## config.mk

```make
export PLATFORM = sky130hd
export DESIGN_NAME = ansi_csi_sequence_parser_top_flat
export DESIGN_NICKNAME = d
export VERILOG_FILES = /design/src/hdl/acsp_pkg.sv /design/src/hdl/acsp_stream_if.sv /design/src/hdl/acsp_parse_core.sv /design/src/hdl/acsp_out_reg.sv /design/src/hdl/ansi_csi_sequence_parser_top.sv /design/src/flat_wrapper.sv
export SDC_FILE = /design/constraint.sdc
export NUM_CORES = 1
export LEC_CHECK = 0
export BUFFER_PORTS_ARGS = -buffer_cell sky130_fd_sc_hd__buf_2
export CORE_MARGIN = 3
export CORE_UTILIZATION = 52
export CTS_CLUSTER_DIAMETER = 80
export DETAILED_ROUTE_END_ITERATION = 12
export PLACE_DENSITY = 0.8
export SETUP_SLACK_MARGIN = 0.3
export SLEW_MARGIN = 20
export SYNTH_ARGS = -nofsm -noshare
export SYNTH_HDL_FRONTEND = slang
export SYNTH_SLANG_ARGS = --single-unit
```

## constraint.sdc

```tcl
create_clock -name clock -period 7.05 [get_ports clock]
set_clock_uncertainty 0.1 [all_clocks]
set_input_delay 1.41 -clock clock [delete_from_list [all_inputs] [get_ports clock]]
set_output_delay 1.41 -clock clock [all_outputs]
set_load 0.01 [all_outputs]
```

## src/hdl/acsp_pkg.sv

```systemverilog
// Package for the ANSI CSI sequence parser: word types, character codes,
// action codes and the final-byte decoder. No dependencies.
package acsp_pkg;

   // Number of parameter fields carried in a result word
   localparam int OUT_PARAMS = 8;

   // Character codes
   localparam logic [7:0] CH_ESC       = 8'h1B;
   localparam logic [7:0] CH_LBRACKET  = 8'h5B;   // '['
   localparam logic [7:0] CH_SEMICOLON = 8'h3B;   // ';'
   localparam logic [7:0] CH_ZERO      = 8'h30;   // '0'
   localparam logic [7:0] CH_NINE      = 8'h39;   // '9'
   localparam logic [7:0] CH_FINAL_M   = 8'h6D;   // 'm'
   localparam logic [7:0] CH_FINAL_A   = 8'h41;   // 'A'
   localparam logic [7:0] CH_FINAL_B   = 8'h42;   // 'B'
   localparam logic [7:0] CH_FINAL_C   = 8'h43;   // 'C'
   localparam logic [7:0] CH_FINAL_D   = 8'h44;   // 'D'
   localparam logic [7:0] CH_FINAL_H   = 8'h48;   // 'H'
   localparam logic [7:0] CH_FINAL_J   = 8'h4A;   // 'J'
   localparam logic [7:0] CH_FINAL_K   = 8'h4B;   // 'K'
   localparam logic [7:0] CH_FINAL_S   = 8'h53;   // 'S'
   localparam logic [7:0] CH_FINAL_T   = 8'h54;   // 'T'

   // Parameter of 'J' that selects a full screen clear
   localparam int CLEAR_ALL_ARG = 2;

   // Action codes
   localparam logic [3:0] ACT_NONE         = 4'd0;
   localparam logic [3:0] ACT_PLAIN        = 4'd1;
   localparam logic [3:0] ACT_COLOR        = 4'd2;
   localparam logic [3:0] ACT_UP           = 4'd3;
   localparam logic [3:0] ACT_DOWN         = 4'd4;
   localparam logic [3:0] ACT_RIGHT        = 4'd5;
   localparam logic [3:0] ACT_LEFT         = 4'd6;
   localparam logic [3:0] ACT_POSITION     = 4'd7;
   localparam logic [3:0] ACT_CLEAR_SCREEN = 4'd8;
   localparam logic [3:0] ACT_CLEAR_LINE   = 4'd9;
   localparam logic [3:0] ACT_SCROLL_UP    = 4'd10;
   localparam logic [3:0] ACT_SCROLL_DOWN  = 4'd11;

   // Parser phase, one-hot
   typedef enum logic [2:0] {
      PH_IDLE = 3'b001,
      PH_ESC  = 3'b010,
      PH_CSI  = 3'b100
   } phase_type;

   // Input word
   typedef struct packed {
      logic [7:0] in_byte;
   } req_word_type;

   // Result word
   typedef struct packed {
      logic [3:0]  action;
      logic [7:0]  char_out;
      logic [3:0]  arg_count;
      logic [15:0] param_0;
      logic [15:0] param_1;
      logic [15:0] param_2;
      logic [15:0] param_3;
      logic [15:0] param_4;
      logic [15:0] param_5;
      logic [15:0] param_6;
      logic [15:0] param_7;
   } rsp_word_type;

   // Map a final byte to its action; 'J' only clears when the first arg is 2
   function automatic logic [3:0] decode_final(input logic [7:0] final_byte,
                                               input logic       first_is_two);
      logic [3:0] act;
      case (final_byte)
         CH_FINAL_M: act = ACT_COLOR;
         CH_FINAL_A: act = ACT_UP;
         CH_FINAL_B: act = ACT_DOWN;
         CH_FINAL_C: act = ACT_RIGHT;
         CH_FINAL_D: act = ACT_LEFT;
         CH_FINAL_H: act = ACT_POSITION;
         CH_FINAL_J: act = first_is_two ? ACT_CLEAR_SCREEN : ACT_NONE;
         CH_FINAL_K: act = ACT_CLEAR_LINE;
         CH_FINAL_S: act = ACT_SCROLL_UP;
         CH_FINAL_T: act = ACT_SCROLL_DOWN;
         default:    act = ACT_NONE;
      endcase
      return act;
   endfunction

endpackage

```

## src/hdl/acsp_stream_if.sv

```systemverilog
// Valid/ready stream channel used for both the byte input and the result
// output of the parser. Payload type is set per instance.
interface acsp_stream_if #(parameter type payload_type = logic);

   logic        valid;
   logic        ready;
   payload_type payload;

   modport source (output valid, output payload, input ready);
   modport sink   (input valid, input payload, output ready);

endinterface

```

## src/hdl/acsp_parse_core.sv

```systemverilog
// Parser state (phase, field index, field values) and the per-byte decode
// that forms one result word. Depends on acsp_pkg.
module acsp_parse_core #(
   parameter int MAX_PARAMS = 8,
   parameter int PARAM_BITS = 16
) (
   input  logic                 clock,
   input  logic                 reset,
   input  logic                 accept,
   input  logic [7:0]           in_byte,
   output acsp_pkg::rsp_word_type result
);
   import acsp_pkg::*;

   localparam int CNT_W = $clog2(MAX_PARAMS + 1);
   localparam int IDX_W = (MAX_PARAMS > 1) ? $clog2(MAX_PARAMS) : 1;
   localparam int PRD_W = PARAM_BITS + 4;
   localparam int CLP_W = PARAM_BITS + 16;

   phase_type             phase_ff, phase_in;
   logic [CNT_W-1:0]      count_ff, count_in;
   logic [PARAM_BITS-1:0] values_ff [MAX_PARAMS];
   logic [PARAM_BITS-1:0] values_in [MAX_PARAMS];

   logic                  is_digit;
   logic                  slot_open;
   logic [3:0]            digit;
   logic [IDX_W-1:0]      idx;
   logic [PARAM_BITS-1:0] cur_value;
   logic [PRD_W-1:0]      prod;
   logic [PARAM_BITS-1:0] sat_value;
   logic [5:0]            cnt_sat;
   logic [3:0]            final_act;
   logic [15:0]           param_out [OUT_PARAMS];
   logic [CLP_W-1:0]      clamp_wide [OUT_PARAMS];

   // Digit accumulate: value*10 + digit, saturating at the field maximum
   always_comb begin
      is_digit  = (in_byte >= CH_ZERO) && (in_byte <= CH_NINE);
      digit     = 4'(in_byte - CH_ZERO);
      slot_open = (CNT_W + 1)'(count_ff) < (CNT_W + 1)'(MAX_PARAMS);
      idx       = count_ff[IDX_W-1:0];
      cur_value = values_ff[idx];
      prod      = ({4'b0, cur_value} << 3) + ({4'b0, cur_value} << 1)
                  + {{PARAM_BITS{1'b0}}, digit};
      sat_value = (|prod[PRD_W-1:PARAM_BITS]) ? {PARAM_BITS{1'b1}}
                                               : prod[PARAM_BITS-1:0];
   end

   // Parameter count of a finished sequence, saturated at the slot count and 15
   always_comb begin
      cnt_sat = 6'(count_ff) + 6'd1;
      if (cnt_sat > 6'(MAX_PARAMS)) begin
         cnt_sat = 6'(MAX_PARAMS);
      end
      if (cnt_sat > 6'd15) begin
         cnt_sat = 6'd15;
      end
      final_act = decode_final(in_byte,
                               values_ff[0] == PARAM_BITS'(CLEAR_ALL_ARG));
   end

   // Output fields: clamp to 16 bits, slots past MAX_PARAMS read zero
   always_comb begin
      for (int j = 0; j < OUT_PARAMS; j++) begin
         clamp_wide[j] = '0;
         param_out[j]  = '0;
         if (j < MAX_PARAMS) begin
            clamp_wide[j] = CLP_W'(values_ff[j]);
            param_out[j]  = (|clamp_wide[j][CLP_W-1:16]) ? 16'hFFFF
                                                          : clamp_wide[j][15:0];
         end
      end
   end

   // Phase transitions and result word
   always_comb begin
      phase_in  = phase_ff;
      count_in  = count_ff;
      values_in = values_ff;
      result    = '0;
      result.char_out = in_byte;
      case (phase_ff)
         PH_ESC: begin
            count_in  = '0;
            values_in = '{default: '0};
            if (in_byte == CH_LBRACKET) begin
               phase_in = PH_CSI;
            end else begin
               phase_in      = PH_IDLE;
               result.action = ACT_PLAIN;
            end
         end
         PH_CSI: begin
            if (is_digit) begin
               if (slot_open) begin
                  values_in[idx] = sat_value;
               end
            end else if (in_byte == CH_SEMICOLON) begin
               if (slot_open) begin
                  count_in = count_ff + CNT_W'(1);
               end
            end else begin
               if (final_act != ACT_NONE) begin
                  result.action    = final_act;
                  result.arg_count = cnt_sat[3:0];
                  result.param_0   = param_out[0];
                  result.param_1   = param_out[1];
                  result.param_2   = param_out[2];
                  result.param_3   = param_out[3];
                  result.param_4   = param_out[4];
                  result.param_5   = param_out[5];
                  result.param_6   = param_out[6];
                  result.param_7   = param_out[7];
               end
               count_in  = '0;
               values_in = '{default: '0};
               phase_in  = PH_IDLE;
            end
         end
         default: begin
            if (in_byte == CH_ESC) begin
               phase_in = PH_ESC;
            end else begin
               phase_in      = PH_IDLE;
               result.action = ACT_PLAIN;
            end
         end
      endcase
   end

   // State registers advance on each accepted word
   always_ff @(posedge clock) begin
      if (reset) begin
         phase_ff  <= PH_IDLE;
         count_ff  <= '0;
         values_ff <= '{default: '0};
      end else if (accept) begin
         phase_ff  <= phase_in;
         count_ff  <= count_in;
         values_ff <= values_in;
      end
   end

endmodule

```

## src/hdl/acsp_out_reg.sv

```systemverilog
// Result register: holds one result word until the sink takes it, and
// frees itself in the same cycle it is drained. Depends on acsp_pkg.
module acsp_out_reg (
   input  logic                  clock,
   input  logic                  reset,
   input  logic                  load,
   input  acsp_pkg::rsp_word_type result,
   output logic                  can_load,
   acsp_stream_if.source         rsp_stream
);
   import acsp_pkg::*;

   logic         valid_ff, valid_in;
   rsp_word_type word_ff;

   // Space when empty or when the held word leaves this cycle
   assign can_load = !valid_ff || rsp_stream.ready;

   always_comb begin
      valid_in = valid_ff;
      if (load) begin
         valid_in = 1'b1;
      end else if (rsp_stream.ready) begin
         valid_in = 1'b0;
      end
   end

   always_ff @(posedge clock) begin
      if (reset) begin
         valid_ff <= 1'b0;
      end else begin
         valid_ff <= valid_in;
      end
   end

   // Payload needs no reset
   always_ff @(posedge clock) begin
      if (load) begin
         word_ff <= result;
      end
   end

   assign rsp_stream.valid   = valid_ff;
   assign rsp_stream.payload = word_ff;

endmodule

```

## src/hdl/ansi_csi_sequence_parser_top.sv

```systemverilog
// Top level of the ANSI CSI sequence parser: parse core plus result register.
// Depends on acsp_pkg, acsp_stream_if, acsp_parse_core, acsp_out_reg.
//
//   channel      dir   payload                        handshake
//   req_stream   in    acsp_pkg::req_word_type         valid/ready
//   rsp_stream   out   acsp_pkg::rsp_word_type         valid/ready
//
// One result word per input byte; rsp_stream.valid rises in the cycle after the accept.
// A byte can be taken every cycle unless the sink stalls; the parser state updates at
// the accept edge and the result register is the only stage between input and output.
// Synchronous reset returns the parser to idle with all parameters cleared.
// req_stream.ready drops only while a held result waits on a stalled sink.
module ansi_csi_sequence_parser_top #(
   parameter int MAX_PARAMS = 8,
   parameter int PARAM_BITS = 16
) (
   input  logic          clock,
   input  logic          reset,
   acsp_stream_if.sink   req_stream,
   acsp_stream_if.source rsp_stream
);
   import acsp_pkg::*;

   logic         can_load;
   logic         accept;
   rsp_word_type result;

   assign req_stream.ready = can_load;
   assign accept           = req_stream.valid && can_load;

   acsp_parse_core #(
      .MAX_PARAMS (MAX_PARAMS),
      .PARAM_BITS (PARAM_BITS)
   ) u_core (
      .clock   (clock),
      .reset   (reset),
      .accept  (accept),
      .in_byte (req_stream.payload.in_byte),
      .result  (result)
   );

   acsp_out_reg u_out (
      .clock      (clock),
      .reset      (reset),
      .load       (accept),
      .result     (result),
      .can_load   (can_load),
      .rsp_stream (rsp_stream)
   );

endmodule

```

## src/flat_wrapper.sv

```systemverilog
// flat-port wrapper written by rule: the top's interface ports become plain ports
module ansi_csi_sequence_parser_top_flat import acsp_pkg::*;
#(
   parameter int MAX_PARAMS = 8,
   parameter int PARAM_BITS = 16
)
  (clock, reset, req_stream_valid, req_stream_payload, req_stream_ready, rsp_stream_valid, rsp_stream_payload, rsp_stream_ready);
  acsp_stream_if #(.payload_type(req_word_type)) req_stream_i ();
  acsp_stream_if #(.payload_type(rsp_word_type)) rsp_stream_i ();
  input  logic clock;
  input  logic reset;
  input wire logic [$bits(req_stream_i.valid)-1:0] req_stream_valid;
  input wire logic [$bits(req_stream_i.payload)-1:0] req_stream_payload;
  output wire logic [$bits(req_stream_i.ready)-1:0] req_stream_ready;
  output wire logic [$bits(rsp_stream_i.valid)-1:0] rsp_stream_valid;
  output wire logic [$bits(rsp_stream_i.payload)-1:0] rsp_stream_payload;
  input wire logic [$bits(rsp_stream_i.ready)-1:0] rsp_stream_ready;
  assign req_stream_i.valid = req_stream_valid;
  assign req_stream_i.payload = req_stream_payload;
  assign req_stream_ready = req_stream_i.ready;
  assign rsp_stream_valid = rsp_stream_i.valid;
  assign rsp_stream_payload = rsp_stream_i.payload;
  assign rsp_stream_i.ready = rsp_stream_ready;
  ansi_csi_sequence_parser_top #(.MAX_PARAMS(MAX_PARAMS), .PARAM_BITS(PARAM_BITS)) u_core (.clock(clock), .reset(reset), .req_stream(req_stream_i), .rsp_stream(rsp_stream_i));
endmodule
```

Word level (Yosys, flattened, before mapping)
Cells that the tools add are included.

Magnitude comparators: 7. Bitwise gates (word level): 3. Reduce and logical (&&, ||, !) cells: 13. Mux-type cells: 32. $add $sub $neg: 5. Equality and inequality tests: 21.

Operators with widths (count): 2-to-1 mux 128 bit (3); case mux 128 bit (2 select lines) (1); bitwise mux 128 bit (1); equality test 8 x 7 -> 1 bit (second input constant) (11); 2-to-1 mux 16 bit (4); binary-select mux 16 bit (select 3 bit) (1); demux 16 bit (select 3 bit) (1); case mux 4 bit (10 select lines) (1); 2-to-1 mux 4 bit (8); adder 19 x 17 -> 20 bit (1); adder 20 x 4 -> 20 bit (1); equality test 16 x 2 -> 1 bit (second input constant) (1); case mux 4 bit (2 select lines) (2); greater-than comparator 5 x 4 -> 1 bit (second input constant) (2); 2-to-1 mux 3 bit (3); inequality test 3 bit (second input constant) (3); equality test 8 x 5 -> 1 bit (second input constant) (1); equality test 8 x 6 -> 1 bit (second input constant) (1); greater-or-equal comparator 8 x 6 -> 1 bit (second input constant) (1); less-or-equal comparator 8 x 6 -> 1 bit (second input constant) (1); AND reduction 4 bit (2); OR reduction 4 bit (2); case mux 3 bit (2 select lines) (1); adder 4 x 1 -> 5 bit (second input constant) (1); 19 further kinds (27).

Bits in registers: 280. Output and inout port bits: 146. Input port bits: 12.

Depth between registers and ports, before layout
Word-level depth: 12. Gate-level depth with buffers: 19. Depth with buffers taken out: 15.

Modules after synthesis
A second synthesis with hierarchy kept.

Cells, all modules: 1108. Area, all modules: 12086.6 µm².

Modules (own cells, without submodules): acsp_parse_core (cells each 959, area an instance 7709.9 µm², times used 1); acsp_out_reg (cells each 148, area an instance 4370.4 µm², times used 1); ansi_csi_sequence_parser_top (cells each 1, area an instance 6.3 µm², times used 1).

Least setup slack after synthesis
OpenSTA, ideal clock, no wires.

Kind: in2reg. Start point: input rsp_stream_ready. End point: register u_core.u_core.values_ff, in the netlist u_core.u_core.clamp_wide[169]. Data required time: 6.878 ns. Buffers on the path: 2. Slack: 0.001 ns. Stages: 9. Arrival time: 6.877 ns. Cells stage by stage: nand2b_1 > nand2_1 > inv_1 > o2111ai_1 > nor3b_2 > buf_2 > nand2_1 > clkbuf_1 > o2bb2ai_1.

Cells in the longest elaborated chain, start to end: 3.

RTL lines: from (decl) (RTL line flat_wrapper.sv:17) `input wire logic [$bits(rsp_stream_i.ready)-1:0] rsp_stream_ready;`; logical OR 1 bit (RTL line acsp_out_reg.sv:17) `assign can_load = !valid_ff || rsp_stream.ready;`; logical AND 1 bit (RTL line ansi_csi_sequence_parser_top.sv:29) `assign accept = req_stream.valid && can_load;`; named net u_core.accept (RTL line ansi_csi_sequence_parser_top.sv:25) `logic accept;`; AND reduction 4 bit (no source line); to (signal assigned) (RTL line acsp_parse_core.sv:141) `values_ff <= values_in;`; to (decl) (RTL line acsp_parse_core.sv:22) `logic [PARAM_BITS-1:0] values_ff [MAX_PARAMS];`.

The timed path passes the listed nets, and every way through them passes these cells. A chain may end at the register's enable or synchronous reset.

Worst setup path after layout
Start point: register u_core.u_core.count_ff[2]. End point: register u_core.u_core.values_ff, in the netlist u_core.u_core.clamp_wide[79].

Cells in the longest elaborated chain, start to end: 12. Elaborated cells on any way between the ends: 20. Classes of those cells: add/sub (2); order compare (3); eq/ne (1); mux (10); bitwise (1); reduce/logical (3).

RTL lines: from (decl) (RTL line acsp_parse_core.sv:21) `logic [CNT_W-1:0] count_ff, count_in;`; from (signal assigned) (RTL line acsp_parse_core.sv:140) `count_ff <= count_in;`; NOT 3 -> 4 bit (implied by the code) (RTL line acsp_parse_core.sv:43, acsp_parse_core.sv:97); binary-select mux 16 bit (select 3 bit) (RTL line acsp_parse_core.sv:43) `cur_value = values_ff[idx];`; 2-to-1 mux 16 bit (implied by the code) (2 in a row) (RTL line acsp_parse_core.sv:43); adder 19 x 17 -> 20 bit (RTL line acsp_parse_core.sv:44) `prod = ({4'b0, cur_value} << 3) + ({4'b0, cur_value} << 1)`; adder 20 x 4 -> 20 bit (RTL line acsp_parse_core.sv:45) `+ {{PARAM_BITS{1'b0}}, digit};`; OR reduction 4 bit (RTL line acsp_parse_core.sv:46) `sat_value = (|prod[PRD_W-1:PARAM_BITS]) ? {PARAM_BITS{1'b1}}`; 2-to-1 mux 16 bit (RTL line acsp_parse_core.sv:46); bitwise mux 128 bit (RTL line acsp_parse_core.sv:97) `values_in[idx] = sat_value;`; 2-to-1 mux 128 bit (RTL line acsp_parse_core.sv:96) `if (slot_open) begin`; 2-to-1 mux 128 bit (RTL line acsp_parse_core.sv:95) `if (is_digit) begin`; case mux 128 bit (2 select lines) (RTL line acsp_parse_core.sv:83) `case (phase_ff)`.

Parallel ways exist; a longest one is shown, timed or not. The select of a mux whose other input is x is not followed.

==> qor.yml <==
logic_synthesis:
  ys_seq_area_share_pct: 59.1
  syn-cell-area_um2: 11900
  synth_edf_count: 144
  syn_inst: 972
  synth.distinct_cells: 59
  syn_avg_cell_area_um2: 12.3
  synth_ff_type: "edfxtp_1"
  synthArstFlopShare_pct: 0
  synth_warnings: 0
  synth_fp_nets: 1018
  synth-seq-cells: 280
drt:
  route.vias.total: 8889
  routed_wl_um: 32000
  detail-route-antenna-nets: 0
  viasPerCell: 6.26
  drtPass1Iterations: 6
  drc: 0
  wire_per_inst_um: 22.5
  drt-initial-drc-count: 1056
power:
  peakVddDrop_uv: 176
  p_int_uw: 2690
  pwr_density_cell_nw_per_um2: 245
  cellLeakagePower_uw: 0.00535
  pwr-share-clk_pct: 44.6
  comb_power_share_pct: 3.9
  seq_power_share_pct: 51.4
  power.switching_uw: 735
  swShare_pct: 21.4
run:
  max_cap_viol_count: 0
timing:
  post-route-min-period_ps: 5780
  final_hold_viol_count: 0
  max_freq_mhz: 173
  setup_viol: 0
  tightest_slew_ps: 1120
  timing.final.max_slew_violations: 0
  relSlewSlack_pct: 25.4
  rsz0062_at_grt: "no"
  setup_tns_ps: 0
  period_share_pct: 82.0
placed_design:
  gp_congestion: 1.01
  port_buffers: 157
  dp_hpwl_um: 21300
  place_inst: 1366
floorplanning:
  dieArea_um2: 24800
  die_width_um: 157
  start_util_pct: 53.8
  die_y_um: 157
  io-pin-count: 158
  coreArea_um2: 22200
  rows: 54
critical_path:
  critical_path_class: "reg -> reg"
  cpPeakStageDelay_ps: 730
  slowest_stage: "or4_1"
  path_cells: "clkinv_1 > and2_1 > a22oi_1 > nand4_1 > fa_1 > ha_1 > a211oi_1 > o21a_1 > o21ai_0 > a211oi_1 > mux2_2 > or4_1 > a32o_1"
  cp_common_cell: "a211oi_1"
  required_ps: 7390
  worstSetupEndpointType: "register"
  cp_max_fo: 17
  critPathLaunchType: "register"
  crit_arrival_ps: 6120
cts:
  htree_levels: 1
  cts_buffers: 29
  cts_setup_buffers: 0
  tritoncts: "yes"
  cts_sinks: 280
  clk_path_buf_depth: 3
  cts_resized: 0
  path_clk_slew_ps: 60
  clk_latency_ps: 550
  hold_buffers: 0
  cts_root_buf: "clkbuf_16"
layout:
  final_layout_size_suffix_gt1_share_pct: 21.9
  multiInputGateArea_um2: 4640
  instances_no_fill: 1421
  nNetsFinal: 1164
  areaGrowthSynthToFinish_pct: 17.2
  register_area_um2: 7050
  fillCellCount: 1684
  diodes: 0
grt:
  grt_pass1_vias: 8631
  grt_max_degree: 85
  overflow: 0
  track_usage_pct: 25.4
  grt_pass1_wl_um: 49600
  antenna_found_initial: 0
run_status:
  outcome: "finished clean"
worst_hold_path:
  hold_path_class: "reg -> reg"
[power groups by stage]
| stage | sequential (µW) | clock (µW) | combinational, µW |
|---|---|---|---|
| 2_1_floorplan | 1830 | 0 | 44.5 |
| 3_3_place_gp | 1800 | 0 | 133 |
| 3_5_place_dp | 1800 | 0 | 136 |
| 4_1_cts | 1760 | 1540 | 136 |
| 5_1_grt | 1770 | 1610 | 146 |
| 6_report | 1760 | 1530 | 135 |
[final cells by class]
cell class / count / area share (%)
inverters: 10 / 0.295
well taps: 280 / 2.51
clock buffers: 43 / 6.02
repair buffers: 175 / 6.73
multi-input cells: 622 / 33.2
clock inverters: 11 / 0.833
flip-flops and latches: 280 / 50.4
[worst max-delay path, delay by kind of cell, from the launching register on]
family,cells,cell delay (ps)
AOI/OAI and AO/OA,6,1620
adders and majority gates,2,870
buffers and inverters,1,380
DFF,1,640
muxes,1,600
and+or+nand+nor,3,1440
[placed cells by master (no fill, tap or decap), types with 5 or more instances in the layout]
cell type / synthesis / final
a22oi_1: 61 / 61
nand2_1: 34 / 34
o2bb2ai_1: 120 / 120
buf_4: 2 / 17
nor2_2: 0 / 7
nor4_1: 9 / 9
nor2_1: 30 / 23
nand2b_1: 6 / 6
a32o_1: 8 / 8
inv_1: 9 / 8
clkbuf_1: 48 / 8
nand3_1: 7 / 7
o21ai_0: 14 / 14
and3_1: 5 / 5
dfxtp_1: 136 / 136
nor3_1: 7 / 6
o21a_1: 5 / 5
a21o_1: 9 / 9
xnor2_1: 11 / 11
buf_2: 7 / 157
and2_1: 133 / 133
a21oi_1: 38 / 37
edfxtp_1: 144 / 144
xor2_1: 7 / 7
nor4_4: 9 / 9
nand4_1: 20 / 20
clkbuf_16: 0 / 30
ha_1: 32 / 32
nor2b_1: 6 / 6
[registers in the layout, summed over array words and instances, names as in the netlist]
signal	flops
u_core.u_core.clamp_wide	128
u_core.u_core.count_ff	4
u_core.u_core.phase_ff	3
u_core.u_out.rsp_stream.payload	144
u_core.u_out.rsp_stream.valid	1
[worst paths after layout]
kind                                    to                     startpoint  slack [ps]  cells after the start
max reg2reg   u_core.u_core.clamp_wide[79]      u_core.u_core.count_ff[2]        1270                     13
max           u_core.u_core.clamp_wide[79]      u_core.u_core.count_ff[2]        1270                     13
min reg2reg  u_core.u_core.clamp_wide[103]  u_core.u_core.clamp_wide[103]         390                      1
min          u_core.u_core.clamp_wide[103]  u_core.u_core.clamp_wide[103]         390                      1
[metal layers]
metal  share of wire, %  global-route usage, %  up-vias
met2                 44                   38.7      516
met1                 42                   36.1     4258
met4                2.9                   7.40        0
met3                 11                   6.87       84
li1                   -                      -     4031
met5                  0                      0        -
[stage by stage]
step	utilization [%]	power [µW]	hold WS [ps]	area [µm²]	setup slack, ps
floorplan	-	1870	346	11900	1520
global route	63.1	3520	397	14000	902
global placement	58.6	1930	365	13000	1570
finish	63.1	3430	388	14000	1270
detailed placement	58.6	1930	374	13000	1380
CTS	62.9	3440	386	13900	1340
[synth_stat cells (2+ instances only)]
master | count | share of area, %
inv_1 | 9 | 0.28
and2_1 | 133 | 7.0
a311oi_1 | 2 | 0.15
nor2_1 | 30 | 0.94
mux2_2 | 2 | 0.19
nand2_1 | 34 | 1.1
a21o_1 | 9 | 0.57
and3_1 | 5 | 0.26
buf_2 | 7 | 0.29
a32o_1 | 8 | 0.67
o21bai_1 | 3 | 0.19
o211ai_1 | 4 | 0.25
nor3b_2 | 2 | 0.21
nand2b_1 | 6 | 0.31
o2111ai_1 | 3 | 0.22
nand3_1 | 7 | 0.29
o21ai_0 | 14 | 0.59
o2bb2ai_1 | 120 | 8.8
a221oi_1 | 2 | 0.15
nand4_1 | 20 | 1.0
a22oi_1 | 61 | 3.8
xnor2_1 | 11 | 0.81
nor3b_1 | 2 | 0.13
a211oi_1 | 3 | 0.19
xor2_1 | 7 | 0.51
or4_1 | 3 | 0.19
a21oi_1 | 38 | 1.6
o31ai_1 | 2 | 0.13
fa_1 | 2 | 0.34
buf_1 | 2 | 0.063
ha_1 | 32 | 3.4
nor4b_1 | 4 | 0.29
dfxtp_1 | 136 | 23
nor3_1 | 7 | 0.29
o21a_1 | 5 | 0.31
clkbuf_1 | 48 | 1.5
nor4_1 | 9 | 0.47
or2_2 | 2 | 0.10
nor4_4 | 9 | 1.6
nor2b_1 | 6 | 0.31
edfxtp_1 | 144 | 36
buf_4 | 2 | 0.13
[logic make-up (layout without fill, tap and decap cells)]
family          count (synthesis)  in the layout  synth area share [%]
compound gates                283            283                  18.3
xor+xnor                       18             18                  1.32
fa+ha+maj                      34             34                  3.69
buf+inv                        70            239                  2.40
flops                         280            280                  59.1
mux                             3              3                 0.273
simple gates                  284            284                  14.9
Note: power is estimated with default switching activity, not from simulation.
